==> config.mk <==
export PLATFORM = sky130hd
export DESIGN_NAME = tower_light_state_monitor_flat
export DESIGN_NICKNAME = d
export VERILOG_FILES = /design/src/tlsm_pkg.sv /design/src/tlsm_if.sv /design/src/tlsm_cfg.sv /design/src/tlsm_channel.sv /design/src/tower_light_state_monitor.sv /design/src/flat_wrapper.sv
export SDC_FILE = /design/constraint.sdc
export NUM_CORES = 1
export LEC_CHECK = 0
export BUFFER_PORTS_ARGS = -buffer_cell sky130_fd_sc_hd__buf_2
export CORE_ASPECT_RATIO = 0.9
export CORE_MARGIN = 2
export CORE_UTILIZATION = 60
export DETAILED_ROUTE_END_ITERATION = 8
export PLACE_DENSITY = 0.79
export SLEW_MARGIN = 20
export SYNTH_ARGS = -nofsm -noshare
export SYNTH_HDL_FRONTEND = slang
export SYNTH_HIERARCHICAL = 1
export SYNTH_SLANG_ARGS = --single-unit
==> constraint.sdc <==
create_clock -name clk -period 8.3 [get_ports clk]
set_input_delay 0.415 -clock clk [delete_from_list [all_inputs] [get_ports clk]]
set_output_delay 0.415 -clock clk [all_outputs]
set_load 0.005 [all_outputs]
==> src/tlsm_pkg.sv <==
// Shared types and constants for the tower light state monitor.
package tlsm_pkg;

  // Configuration register indexes
  localparam logic [2:0] REG_RED_MODE      = 3'd0;
  localparam logic [2:0] REG_GREEN_MODE    = 3'd1;
  localparam logic [2:0] REG_YELLOW_MODE   = 3'd2;
  localparam logic [2:0] REG_PULSE_THRESH  = 3'd3;
  localparam logic [2:0] REG_QUALIFY_TICKS = 3'd4;
  localparam logic [2:0] REG_HOLD_TICKS    = 3'd5;
  localparam logic [2:0] REG_CHANGE_LIMIT  = 3'd6;

  // Yellow channel modes
  localparam logic [1:0] YMODE_STEADY = 2'd0;
  localparam logic [1:0] YMODE_FLASH  = 2'd1;
  localparam logic [1:0] YMODE_PULSE  = 2'd2;

  // Steady detector phases
  localparam logic [1:0] S_IDLE    = 2'd0;
  localparam logic [1:0] S_QUALIFY = 2'd1;
  localparam logic [1:0] S_CONFIRM = 2'd2;
  localparam logic [1:0] S_RELEASE = 2'd3;

  // Flashing detector phases
  localparam logic [1:0] F_COUNT = 2'd0;
  localparam logic [1:0] F_ARM   = 2'd1;
  localparam logic [1:0] F_HOLD  = 2'd2;
  localparam logic [1:0] F_SPARE = 2'd3;

  // Reset values of the timing registers
  localparam logic [15:0] QUALIFY_RESET = 16'd5000;
  localparam logic [15:0] HOLD_RESET    = 16'd10000;
  localparam logic [3:0]  LIMIT_RESET   = 4'd8;

  // Microseconds per millisecond, at pulse limit width
  localparam int unsigned LIMIT_W = 26;
  localparam logic [LIMIT_W-1:0] US_PER_MS = 26'd1000;

  localparam int unsigned WIDTH_W = 22;

  // Configuration as seen by the datapath
  typedef struct packed {
    logic               red_mode;
    logic               green_mode;
    logic [1:0]         yellow_mode;
    logic [LIMIT_W-1:0] pulse_limit_us;  // threshold in ms times 1000
    logic [15:0]        qualify_ticks;
    logic [15:0]        hold_ticks;
    logic [3:0]         change_limit;
  } cfg_t;

  // Per-channel detector selection
  typedef struct packed {
    logic steady;   // steady detector active
    logic flash;    // flashing detector active
    logic counts;   // yellow variant: events instead of a flag
  } ch_ctrl_t;

  // One registered input word
  typedef struct packed {
    logic               red_level;
    logic               green_level;
    logic               yellow_level;
    logic               pulse_done;
    logic [WIDTH_W-1:0] pulse_width_us;
  } in_word_t;

endpackage

==> src/tlsm_if.sv <==
// Channel interfaces: input words, result words and configuration writes.
interface tlsm_in_if;
  logic        valid;
  logic        ready;
  logic        red_level;
  logic        green_level;
  logic        yellow_level;
  logic        pulse_done;
  logic [21:0] pulse_width_us;

  modport source (output valid, red_level, green_level, yellow_level, pulse_done,
                  pulse_width_us, input ready);
  modport sink   (input valid, red_level, green_level, yellow_level, pulse_done,
                  pulse_width_us, output ready);
endinterface

interface tlsm_out_if;
  logic        valid;
  logic        ready;
  logic        red_alarm;
  logic        green_running;
  logic [15:0] yellow_count;

  modport source (output valid, red_alarm, green_running, yellow_count, input ready);
  modport sink   (input valid, red_alarm, green_running, yellow_count, output ready);
endinterface

interface tlsm_cfg_if;
  logic        valid;
  logic        ready;
  logic [2:0]  index;
  logic [15:0] data;

  modport source (output valid, index, data, input ready);
  modport sink   (input valid, index, data, output ready);
endinterface

==> src/tlsm_cfg.sv <==
// Configuration register file; the pulse threshold is stored scaled to microseconds.
module tlsm_cfg (
  input  logic           clk,
  input  logic           rst,
  tlsm_cfg_if.sink       cfg,
  output tlsm_pkg::cfg_t regs
);
  import tlsm_pkg::*;

  logic wr;

  // Writes are always taken
  assign cfg.ready = 1'b1;
  assign wr        = cfg.valid;

  // Register writes, indexes past the list are dropped
  always_ff @(posedge clk) begin
    if (rst) begin
      regs.red_mode       <= 1'b0;
      regs.green_mode     <= 1'b0;
      regs.yellow_mode    <= YMODE_STEADY;
      regs.pulse_limit_us <= '0;
      regs.qualify_ticks  <= QUALIFY_RESET;
      regs.hold_ticks     <= HOLD_RESET;
      regs.change_limit   <= LIMIT_RESET;
    end else if (wr) begin
      unique case (cfg.index)
        REG_RED_MODE:      regs.red_mode      <= cfg.data[0];
        REG_GREEN_MODE:    regs.green_mode    <= cfg.data[0];
        REG_YELLOW_MODE:   regs.yellow_mode   <= cfg.data[1:0];
        REG_PULSE_THRESH:  regs.pulse_limit_us <= LIMIT_W'(cfg.data) * US_PER_MS;
        REG_QUALIFY_TICKS: regs.qualify_ticks <= cfg.data;
        REG_HOLD_TICKS:    regs.hold_ticks    <= cfg.data;
        REG_CHANGE_LIMIT:  regs.change_limit  <= cfg.data[3:0];
        default: ;
      endcase
    end
  end

endmodule

==> src/tlsm_channel.sv <==
// One lamp channel: steady and flashing detectors sharing a countdown timer.
module tlsm_channel (
  input  logic               clk,
  input  logic               rst,
  input  logic               tick,
  input  logic               level,
  input  tlsm_pkg::ch_ctrl_t ctrl,
  input  tlsm_pkg::cfg_t     regs,
  output logic               flag_next,
  output logic               event_hit
);
  import tlsm_pkg::*;

  logic [1:0]  steady_phase, steady_phase_next;
  logic [1:0]  flash_phase, flash_phase_next;
  logic        previous_level, previous_level_next;
  logic [3:0]  change_tally, change_tally_next;
  logic [15:0] countdown, countdown_next, countdown_dec;
  logic        countdown_armed, countdown_armed_next;
  logic        flag;
  logic        expired;

  // Armed timer runs down on every tick and stops at zero
  always_comb begin
    countdown_dec = countdown;
    if (countdown_armed && (countdown != 16'd0)) countdown_dec = countdown - 16'd1;
  end
  assign expired = countdown_armed && (countdown_dec == 16'd0);

  // Detector update for one tick
  always_comb begin
    steady_phase_next    = steady_phase;
    flash_phase_next     = flash_phase;
    previous_level_next  = previous_level;
    change_tally_next    = change_tally;
    countdown_next       = countdown_dec;
    countdown_armed_next = countdown_armed;
    flag_next            = flag;
    event_hit            = 1'b0;

    if (ctrl.steady) begin
      unique case (steady_phase)
        S_IDLE: begin
          if (level) begin
            countdown_next       = regs.qualify_ticks;
            countdown_armed_next = 1'b1;
            steady_phase_next    = S_QUALIFY;
          end else if (!ctrl.counts) begin
            flag_next = 1'b0;
          end
        end
        S_QUALIFY: begin
          if (expired) begin
            countdown_armed_next = 1'b0;
            steady_phase_next    = S_CONFIRM;
          end else if (!level) begin
            steady_phase_next = S_IDLE;
          end
        end
        S_CONFIRM: begin
          if (ctrl.counts) begin
            event_hit         = level;
            steady_phase_next = S_RELEASE;
          end else begin
            flag_next         = level;
            steady_phase_next = S_IDLE;
          end
        end
        default: begin
          // yellow waits for the lamp to go dark, others just return
          if (!ctrl.counts || !level) steady_phase_next = S_IDLE;
        end
      endcase
    end else if (ctrl.flash) begin
      unique case (flash_phase)
        F_COUNT: begin
          if (previous_level != level) begin
            if (change_tally >= regs.change_limit) begin
              change_tally_next = 4'd0;
              if (ctrl.counts) event_hit = 1'b1;
              else flag_next = 1'b1;
              flash_phase_next = F_ARM;
            end else begin
              change_tally_next = change_tally + 4'd1;
            end
            previous_level_next = level;
          end
        end
        F_ARM: begin
          countdown_next       = regs.hold_ticks;
          countdown_armed_next = 1'b1;
          flash_phase_next     = F_HOLD;
        end
        F_HOLD: begin
          if (expired) begin
            countdown_armed_next = 1'b0;
            flash_phase_next     = F_COUNT;
            if (!ctrl.counts) flag_next = 1'b0;
          end else if (level) begin
            flash_phase_next = F_ARM;
          end
        end
        default: flash_phase_next = F_COUNT;
      endcase
    end
  end

  // State registers, advanced once per accepted word
  always_ff @(posedge clk) begin
    if (rst) begin
      steady_phase    <= S_IDLE;
      flash_phase     <= F_COUNT;
      previous_level  <= 1'b0;
      change_tally    <= 4'd0;
      countdown       <= 16'd0;
      countdown_armed <= 1'b0;
      flag            <= 1'b0;
    end else if (tick) begin
      steady_phase    <= steady_phase_next;
      flash_phase     <= flash_phase_next;
      previous_level  <= previous_level_next;
      change_tally    <= change_tally_next;
      countdown       <= countdown_next;
      countdown_armed <= countdown_armed_next;
      flag            <= flag_next;
    end
  end

endmodule

==> src/tower_light_state_monitor.sv <==
// Top level of the tower light state monitor.
//
// Usage: every word on item_in is one 1 ms tick carrying the sampled red,
// green and yellow lamp levels plus an optional finished pulse capture.
// For every input word exactly one word leaves on result_out with the red
// alarm flag, the green running flag and the yellow event count as they
// stand after that tick.
// Configuration is written on cfg (index 0..6, ready always high) while the
// block holds no word; an index past the list is ignored.
// Timing: a word is registered in the input register and, once the result
// register is free, is folded into the channel state and the result register,
// where its result word then waits for result_out.ready. One word per cycle is
// sustained while the receiver takes every result; the rate is set by the
// combinational state update of the three channel detectors.
// Reset (rst, synchronous) clears all detector state, flags, the event
// count, empties both pipeline registers and loads the register defaults.
// When the receiver stalls the result register holds its word; one more
// input word is taken into the input register, after which item_in.ready
// follows result_out.ready.
module tower_light_state_monitor (
  input  logic       clk,
  input  logic       rst,
  tlsm_in_if.sink    item_in,
  tlsm_out_if.source result_out,
  tlsm_cfg_if.sink   cfg
);
  import tlsm_pkg::*;

  cfg_t       regs;
  in_word_t   in_q;
  logic       in_q_valid;
  logic       advance;
  ch_ctrl_t   red_ctrl, green_ctrl, yellow_ctrl;
  logic       red_flag_next, green_flag_next, yellow_flag_next;
  logic       red_event, green_event, yellow_event;
  logic       pulse_event;
  logic [15:0] event_total, event_total_next;
  logic       result_valid;

  tlsm_cfg u_cfg (
    .clk  (clk),
    .rst  (rst),
    .cfg  (cfg),
    .regs (regs)
  );

  // Handshake: the state step fires when the input register holds a word and the result register is free or draining
  assign advance       = in_q_valid && (!result_valid || result_out.ready);
  assign item_in.ready = !in_q_valid || advance;

  // Input register
  always_ff @(posedge clk) begin
    if (rst) begin
      in_q_valid <= 1'b0;
    end else if (item_in.ready) begin
      in_q_valid <= item_in.valid;
    end
  end

  always_ff @(posedge clk) begin
    if (item_in.valid && item_in.ready) begin
      in_q.red_level      <= item_in.red_level;
      in_q.green_level    <= item_in.green_level;
      in_q.yellow_level   <= item_in.yellow_level;
      in_q.pulse_done     <= item_in.pulse_done;
      in_q.pulse_width_us <= item_in.pulse_width_us;
    end
  end

  // Detector selection per channel
  always_comb begin
    red_ctrl.steady    = !regs.red_mode;
    red_ctrl.flash     = regs.red_mode;
    red_ctrl.counts    = 1'b0;
    green_ctrl.steady  = !regs.green_mode;
    green_ctrl.flash   = regs.green_mode;
    green_ctrl.counts  = 1'b0;
    yellow_ctrl.steady = (regs.yellow_mode == YMODE_STEADY);
    yellow_ctrl.flash  = (regs.yellow_mode == YMODE_FLASH);
    yellow_ctrl.counts = 1'b1;
  end

  tlsm_channel u_red (
    .clk       (clk),
    .rst       (rst),
    .tick      (advance),
    .level     (in_q.red_level),
    .ctrl      (red_ctrl),
    .regs      (regs),
    .flag_next (red_flag_next),
    .event_hit (red_event)
  );

  tlsm_channel u_green (
    .clk       (clk),
    .rst       (rst),
    .tick      (advance),
    .level     (in_q.green_level),
    .ctrl      (green_ctrl),
    .regs      (regs),
    .flag_next (green_flag_next),
    .event_hit (green_event)
  );

  tlsm_channel u_yellow (
    .clk       (clk),
    .rst       (rst),
    .tick      (advance),
    .level     (in_q.yellow_level),
    .ctrl      (yellow_ctrl),
    .regs      (regs),
    .flag_next (yellow_flag_next),
    .event_hit (yellow_event)
  );

  // Pulse mode: width/1000 >= threshold is width >= threshold*1000
  assign pulse_event = (regs.yellow_mode == YMODE_PULSE) && in_q.pulse_done &&
                       (LIMIT_W'(in_q.pulse_width_us) >= regs.pulse_limit_us);

  // Event counter, wraps at 16 bits; red/green never count and the
  // yellow flag is unused
  assign event_total_next = event_total +
                            16'((yellow_event || pulse_event) &&
                                !(red_event && green_event && yellow_flag_next));

  always_ff @(posedge clk) begin
    if (rst) begin
      event_total <= 16'd0;
    end else if (advance) begin
      event_total <= event_total_next;
    end
  end

  // Result register
  always_ff @(posedge clk) begin
    if (rst) begin
      result_valid <= 1'b0;
    end else if (advance) begin
      result_valid <= 1'b1;
    end else if (result_out.ready) begin
      result_valid <= 1'b0;
    end
  end

  always_ff @(posedge clk) begin
    if (advance) begin
      result_out.red_alarm     <= red_flag_next;
      result_out.green_running <= green_flag_next;
      result_out.yellow_count  <= event_total_next;
    end
  end

  assign result_out.valid = result_valid;

endmodule

==> src/flat_wrapper.sv <==
// flat-port wrapper written by rule: the top's interface ports become plain ports
module tower_light_state_monitor_flat import tlsm_pkg::*;
  (clk, rst, item_in_valid, item_in_red_level, item_in_green_level, item_in_yellow_level, item_in_pulse_done, item_in_pulse_width_us, item_in_ready, result_out_valid, result_out_red_alarm, result_out_green_running, result_out_yellow_count, result_out_ready, cfg_valid, cfg_index, cfg_data, cfg_ready);
  tlsm_in_if item_in_i ();
  tlsm_out_if result_out_i ();
  tlsm_cfg_if cfg_i ();
  input  logic clk;
  input  logic rst;
  input wire logic [$bits(item_in_i.valid)-1:0] item_in_valid;
  input wire logic [$bits(item_in_i.red_level)-1:0] item_in_red_level;
  input wire logic [$bits(item_in_i.green_level)-1:0] item_in_green_level;
  input wire logic [$bits(item_in_i.yellow_level)-1:0] item_in_yellow_level;
  input wire logic [$bits(item_in_i.pulse_done)-1:0] item_in_pulse_done;
  input wire logic [$bits(item_in_i.pulse_width_us)-1:0] item_in_pulse_width_us;
  output wire logic [$bits(item_in_i.ready)-1:0] item_in_ready;
  output wire logic [$bits(result_out_i.valid)-1:0] result_out_valid;
  output wire logic [$bits(result_out_i.red_alarm)-1:0] result_out_red_alarm;
  output wire logic [$bits(result_out_i.green_running)-1:0] result_out_green_running;
  output wire logic [$bits(result_out_i.yellow_count)-1:0] result_out_yellow_count;
  input wire logic [$bits(result_out_i.ready)-1:0] result_out_ready;
  input wire logic [$bits(cfg_i.valid)-1:0] cfg_valid;
  input wire logic [$bits(cfg_i.index)-1:0] cfg_index;
  input wire logic [$bits(cfg_i.data)-1:0] cfg_data;
  output wire logic [$bits(cfg_i.ready)-1:0] cfg_ready;
  assign item_in_i.valid = item_in_valid;
  assign item_in_i.red_level = item_in_red_level;
  assign item_in_i.green_level = item_in_green_level;
  assign item_in_i.yellow_level = item_in_yellow_level;
  assign item_in_i.pulse_done = item_in_pulse_done;
  assign item_in_i.pulse_width_us = item_in_pulse_width_us;
  assign item_in_ready = item_in_i.ready;
  assign result_out_valid = result_out_i.valid;
  assign result_out_red_alarm = result_out_i.red_alarm;
  assign result_out_green_running = result_out_i.green_running;
  assign result_out_yellow_count = result_out_i.yellow_count;
  assign result_out_i.ready = result_out_ready;
  assign cfg_i.valid = cfg_valid;
  assign cfg_i.index = cfg_index;
  assign cfg_i.data = cfg_data;
  assign cfg_ready = cfg_i.ready;
  tower_light_state_monitor u_core (.clk(clk), .rst(rst), .item_in(item_in_i), .result_out(result_out_i), .cfg(cfg_i));
endmodule
Word-level counts from Yosys, hierarchy flattened
Index checks and enable logic that the tools add are counted.
{"block": "word_totals", "latch_bits": 0, "memories": 0, "output_inout_bits": 21, "word_cells": 230, "romBits": 0, "ff_bits": 205, "mem_bits_rw": 0}
{"block": "op_classes", "n_shift": 0, "eq_ne": 43, "n_lt_le_gt_ge": 4, "n_mux": 81, "multipliers": 1, "addsub": 7, "div_mod_pow": 0, "n_reduce_logical": 53, "n_bitwise": 3}
{"op": "$mux W16", "n": 16}
{"op": "$logic_not A16 Y1", "n": 3}
{"op": "$reduce_bool A16 Y1", "n": 3}
{"op": "$sub A16 B1 Y16 const B", "n": 3}
{"op": "$mux W2", "n": 18}
{"op": "$mux W1", "n": 28}
{"op": "$ge A22 B26 Y1", "n": 1}
{"op": "$pmux W2 S3", "n": 4}
{"op": "$reduce_and A4 Y1", "n": 6}
{"op": "$mul A16 B7 Y23 const B", "n": 1}
{"op": "$pmux W1 S2", "n": 10}
{"op": "$reduce_and A5 Y1", "n": 4}
{"op": "$add A16 B1 Y16", "n": 1}
{"op": "$eq A2 B1 Y1 const B", "n": 7}
{"op": "$eq A2 B2 Y1 const B", "n": 7}
{"op": "$logic_not A2 Y1", "n": 7}
{"op": "$reduce_and A2 Y1", "n": 7}
{"op": "$add A4 B1 Y4 const B", "n": 3}
{"op": "$ge A4 B4 Y1", "n": 3}
{"op": "$mux W4", "n": 3}
{"op": "$ne A2 B2 Y1 const B", "n": 6}
{"op": "$ne A3 B2 Y1 const B", "n": 4}
{"op": "$ne A3 B3 Y1 const B", "n": 4}
{"op": "$logic_and A1 B1 Y1", "n": 10}
{"op": "15 further kinds", "n": 33}

Depth between registers and ports, before layout
{"block": "logic_depth", "word_depth": 9, "ltp_mapped": 19}

Hierarchy
Netlist, hierarchy kept.
{"mod": "tlsm_channel", "cells_each": 310, "seq_area_each_um2": 540.5, "instances": 3, "area_each_um2": 2279.7}
{"mod": "tlsm_cfg", "cells_each": 579, "seq_area_each_um2": 1261.2, "instances": 1, "area_each_um2": 5154.9}
{"mod": "tower_light_state_monitor", "cells_each": 253, "seq_area_each_um2": 1681.6, "instances": 1, "area_each_um2": 2974.1}

Least setup slack after synthesis
Ideal clock, no wire load.
{"block": "synth_path", "path_type": "in2reg", "startpoint": "input port cfg_data[3]", "endpoint": "register, netlist name u_core/u_cfg/regs[56]", "path_stages": 15, "n_path_buf": 1, "setup_time_ps": 124, "path_slack_ps": 4063, "arrival_ps": 4113, "path_cell_list": "inv_1 -> fa_1 -> fa_1 -> fa_1 -> fa_1 -> inv_1 -> ha_1 -> clkbuf_1 -> a21oi_1 -> nand2_1 -> a31oi_2 -> o31ai_1 -> o22ai_1 -> mux2i_1 -> a31oi_1"}
{"block": "synth_via", "elab_chain_len": 1}
{"item": "start, declared", "line": "flat_wrapper.sv:23", "text": "input wire logic [$bits(cfg_i.data)-1:0] cfg_data;"}
{"item": "$mul A16 B7 Y23", "line": "tlsm_cfg.sv:31", "text": "REG_PULSE_THRESH: regs.pulse_limit_us <= LIMIT_W'(cfg.data) * US_PER_MS;"}
Every way passes these cells.
A chain may end at the register's enable or synchronous reset.

Worst setup path after layout
{"block": "layout_path", "startpoint": "input port cfg_data[2]", "endpoint": "register, netlist name u_core/u_cfg/regs[56]"}
{"block": "layout_via", "elab_chain_len": 1}
{"item": "$mul A16 B7 Y23", "line": "tlsm_cfg.sv:31"}
Every way passes these cells.

==> metrics <==
via density per instance=6.03; IO Count=between 70 and 80; antenna violations before repair=4; share of synthesized flip-flops with an asynchronous set or reset=0; Resize count post-CTS=0; H-Tree Level Count=1; fmax=0.234 GHz; Final nets=1985; relative max-transition margin=0.305; clock tree root driver cell=sky130_fd_sc_hd__clkbuf_16; Reg2Reg Capture Point=u_core/event_total[12]$_SDFFE_PP0P_; Routed WL per cell=18.0 um; category of the most critical setup path=input pin to register; first drt pass iteration count=6; number of vias after detailed routing=around 13000; Die Span X=170 um; CP max stage cell=sky130_fd_sc_hd__fa_1; number of endpoints failing setup at the final stage=0; r2r startpoint=u_core/u_cfg/regs[1]$_SDFFE_PP0P_; RSZ-0062 raised after global routing=false; WL met2=roughly 18000 um; placement row count=54; actual slew at the worst max-slew pin=1.04 ns; mux share of post-synthesis cell area=0.0371; vertical extent of the die=around 150 um; port bufs=about 70; element type at the critical path end=register; synthesis-stage register bit count=between 200 and 250; Total Negative Setup Slacks=0 ns; CTS sink count=206; Post-CTS Hold Fix Bufs=0; final period demand of the worst path=4.28 ns; Gate Count Post-Synth=1762; most area-hungry cell type in the Yosys netlist=sky130_fd_sc_hd__dfxtp_1; most used cell along the critical path=sky130_fd_sc_hd__fa_1; max-cap violation count=0; global-route wire length before repair=63400 um; clock tree from TritonCTS=built; number of violations reported at the end of detailed-routing iteration 0=1100; parity-gate share of the synthesized area counting xor and xnor cells=0.0467; area inside the core boundary=24400 sq um; count of different cell masters after synthesis=85; mean instance size in the synthesized netlist=8.49 sq um; WP depth=15; CP Data Arrival Time=4.66 ns; Tcrit/Tclk final=0.515; highest cell delay on the worst timing path=0.53 ns; result of the run=completed; mapped cell area=15000 sq um; Filler Cells Inserted=about 2000; fraction of layout cells with a size suffix above 1=0.0993; post-detailed-placement cell area=roughly 15000 sq um; crit path buf inv count=3; combinational family with the most area after synthesis=simple AND/OR/NAND/NOR gates; kind of cell adding the most delay to the critical path=adder cells; final design instance area without fill=16100 sq um; DRC=0; R2R cell count=18; Synth Area in Simple Gates=0.218; data required time of the critical path=8.69 ns; routed metal-1 wire length=around 16000 um; GR Util All Layers=0.299; vias in the first global route=12600; number of synthesis warnings=6; Yosys top cell area share=0.217; hold-critical path depth=1; launch point of the worst hold path=item_in_pulse_width_us[1]; routed length on met3=2780 um; Top FF cell, synth=sky130_fd_sc_hd__dfxtp_1; Area Growth Syn to Fin=7.79%; top area cells in the synthesized netlist=sky130_fd_sc_hd__dfxtp_1 (22%), sky130_fd_sc_hd__edfxtp_1 (8.8%), sky130_fd_sc_hd__ha_1 (7.9%); initial standard-cell utilization of the core=0.614; Max Buffers Root-to-Sink=3; number of post-CTS setup repair buffers=0; Max VDD drop=258 uV; full die area=26200 sq um; Max Used Layer=met5; ratio of total power to cell area=220 nW/um^2; standby leakage power=between 6 and 7 nW; maximum number of pins on one net before global-route repair=66; clock transition at the registers of the reported paths=0.06 ns; compound-gate portion of the synthesized area=0.171; total power draw=3.54 mW; number of pins with negative max-slew slack in the final report=0; clock latency on the worst-skew pair=0.53 ns; sum of routed wire length over all layers=38500 um; hold violation total from the final report=0; number of enable-type register cells in the synthesized netlist=44; largest clock skew in the final design=0.0214 ns; worst hold endpoint=u_core/in_q[1]$_DFFE_PP_; Overflow after GRT=0; hpwl dp=approximately 28000 um; critical-path cell list=buf_2 > inv_1 > fa_1 > fa_1 > fa_1 > fa_1 > inv_1 > ha_1 > a21oi_1 > nand2_1 > a31oi_2 > o31ai_1 > o22ai_1 > mux2i_1 > a31oi_1; Adder-Cell Fraction of Synth Area=0.152; kind of launch point of the worst setup path=input pin; flop-to-flop setup slack=4.27 ns; type of the most critical hold path=input pin to register; highest net fanout along the worst path=7; Num CTS Buffers=23; placer congestion estimate=approximately 0.9; antenna viol nets, final=0; portion of the post-synthesis area used by sequential elements=0.305
logic make-up (layout without fill, tap and decap cells):
group / Yosys count / count (layout)
AOI/OAI and AO/OA: 380 / 380
muxes: 54 / 54
DFF: 206 / 206
xor gates and xnor gates: 79 / 79
other: 4 / 25
adders and majority gates: 149 / 149
buffers and inverters: 243 / 266
and+or+nand+nor: 647 / 647
through the flow:
stage               setup slack (ns)  instances   util  hold WS, ns
detailed placement              3.55       2097  0.630        0.451
finish                          4.02       2142  0.661       0.0658
CTS                             4.05       2139  0.661       0.0480
floorplan                       4.06       1780      -        0.432
global route                    3.77       2140  0.661       0.0477
global placement                3.64       2097  0.630        0.441
metal layers:
layer  vias to the layer above  global-route usage
li1                       6250                   -
met1                      6099               0.394
met2                       457               0.485
met3                       113              0.0479
met4                         2               0.134
met5                         -                   0
cell usage after synthesis, drive strengths merged, types with 42 or more instances:
master and number:
nand2 182, fa 54, xnor2 47, dfxtp 162, a21oi 96, nor3 47
edfxtp 44, nor2 212, a211oi 57, mux2i 42, inv 147, clkbuf 69
ha 95, o21ai 73
final cells by class:
| class | count | area (sq um) | area share |
|---|---|---|---|
| clock buffers | 34 | 657 | 0.0407 |
| repair buffers | 77 | 408 | 0.0253 |
| inverters | 147 | 553 | 0.0343 |
| clock inverters | 8 | 93.8 | 0.00582 |
| diodes | 3 | 7.51 | 0.000465 |
| multi-input cells | 1331 | 9430 | 0.584 |
| flip-flops and latches | 206 | 4560 | 0.283 |
| well taps | 336 | 420 | 0.0261 |
worst max-delay path by stage:
stage                 from                            endpoint  slack [ns]
2_1_floorplan  cfg_data[3]  u_core/u_cfg/regs[56]$_SDFFE_PP0P_        4.06
3_3_place_gp   cfg_data[2]  u_core/u_cfg/regs[56]$_SDFFE_PP0P_        3.64
3_5_place_dp   cfg_data[2]  u_core/u_cfg/regs[56]$_SDFFE_PP0P_        3.55
4_1_cts        cfg_data[2]  u_core/u_cfg/regs[56]$_SDFFE_PP0P_        4.05
5_1_grt        cfg_data[2]  u_core/u_cfg/regs[56]$_SDFFE_PP0P_        3.77
6_report       cfg_data[2]  u_core/u_cfg/regs[56]$_SDFFE_PP0P_        4.02
report_power, final:
group	total [mW]	switching [mW]	leakage, nW	internal (mW)
clock	1.03	0.419	0.373	0.610
sequential	1.13	0.0552	1.73	1.07
combinational	1.39	0.827	4.44	0.558
flip-flops by register name (all words and copies together) (netlist names), 2 cells and up:
signal,cells
u_core/event_total,16
u_core/u_red/change_tally,4
u_core/u_yellow/countdown,16
u_core/u_red/countdown,16
u_core/u_green/flash_phase,2
u_core/u_cfg/regs,63
u_core/u_green/steady_phase,2
u_core/u_yellow/flash_phase,2
u_core/u_green/change_tally,4
u_core/u_green/countdown,16
u_core/u_yellow/steady_phase,2
u_core/u_red/flash_phase,2
u_core/in_q,26
u_core/u_yellow/change_tally,4
u_core/u_red/steady_phase,2
u_core/result_out.yellow_count,16
cell usage in the layout, fill, tap and decap left out, types with 9 or more instances in the layout:
| cell type | count |
|---|---|
| sky130_fd_sc_hd__o31ai_1 | 19 |
| sky130_fd_sc_hd__fa_1 | 54 |
| sky130_fd_sc_hd__nand2b_1 | 21 |
| sky130_fd_sc_hd__nor4_2 | 12 |
| sky130_fd_sc_hd__nand3_1 | 35 |
| sky130_fd_sc_hd__o211a_1 | 9 |
| sky130_fd_sc_hd__nor2b_1 | 14 |
| sky130_fd_sc_hd__buf_2 | 68 |
| sky130_fd_sc_hd__o221ai_1 | 10 |
| sky130_fd_sc_hd__conb_1 | 22 |
| sky130_fd_sc_hd__and3_1 | 10 |
| sky130_fd_sc_hd__nor4_1 | 11 |
| sky130_fd_sc_hd__nor2_1 | 209 |
| sky130_fd_sc_hd__xor2_1 | 32 |
| sky130_fd_sc_hd__o211ai_1 | 19 |
| sky130_fd_sc_hd__ha_1 | 95 |
| sky130_fd_sc_hd__or3b_2 | 9 |
| sky130_fd_sc_hd__a311oi_1 | 9 |
| sky130_fd_sc_hd__mux2_2 | 12 |
| sky130_fd_sc_hd__dfxtp_1 | 162 |
| sky130_fd_sc_hd__clkbuf_16 | 23 |
| sky130_fd_sc_hd__or4_1 | 12 |
| sky130_fd_sc_hd__buf_4 | 9 |
| sky130_fd_sc_hd__inv_1 | 146 |
| sky130_fd_sc_hd__xnor2_1 | 46 |
| sky130_fd_sc_hd__a21oi_1 | 95 |
| sky130_fd_sc_hd__o21ai_0 | 66 |
| sky130_fd_sc_hd__edfxtp_1 | 44 |
| sky130_fd_sc_hd__a31oi_1 | 23 |
| sky130_fd_sc_hd__or3_1 | 19 |
| sky130_fd_sc_hd__a211oi_1 | 56 |
| sky130_fd_sc_hd__nand2_1 | 181 |
| sky130_fd_sc_hd__nand4_1 | 16 |
| sky130_fd_sc_hd__nor3_1 | 40 |
| sky130_fd_sc_hd__a21o_1 | 19 |
| sky130_fd_sc_hd__mux2i_1 | 42 |
Power figures use the tool's default switching activity.
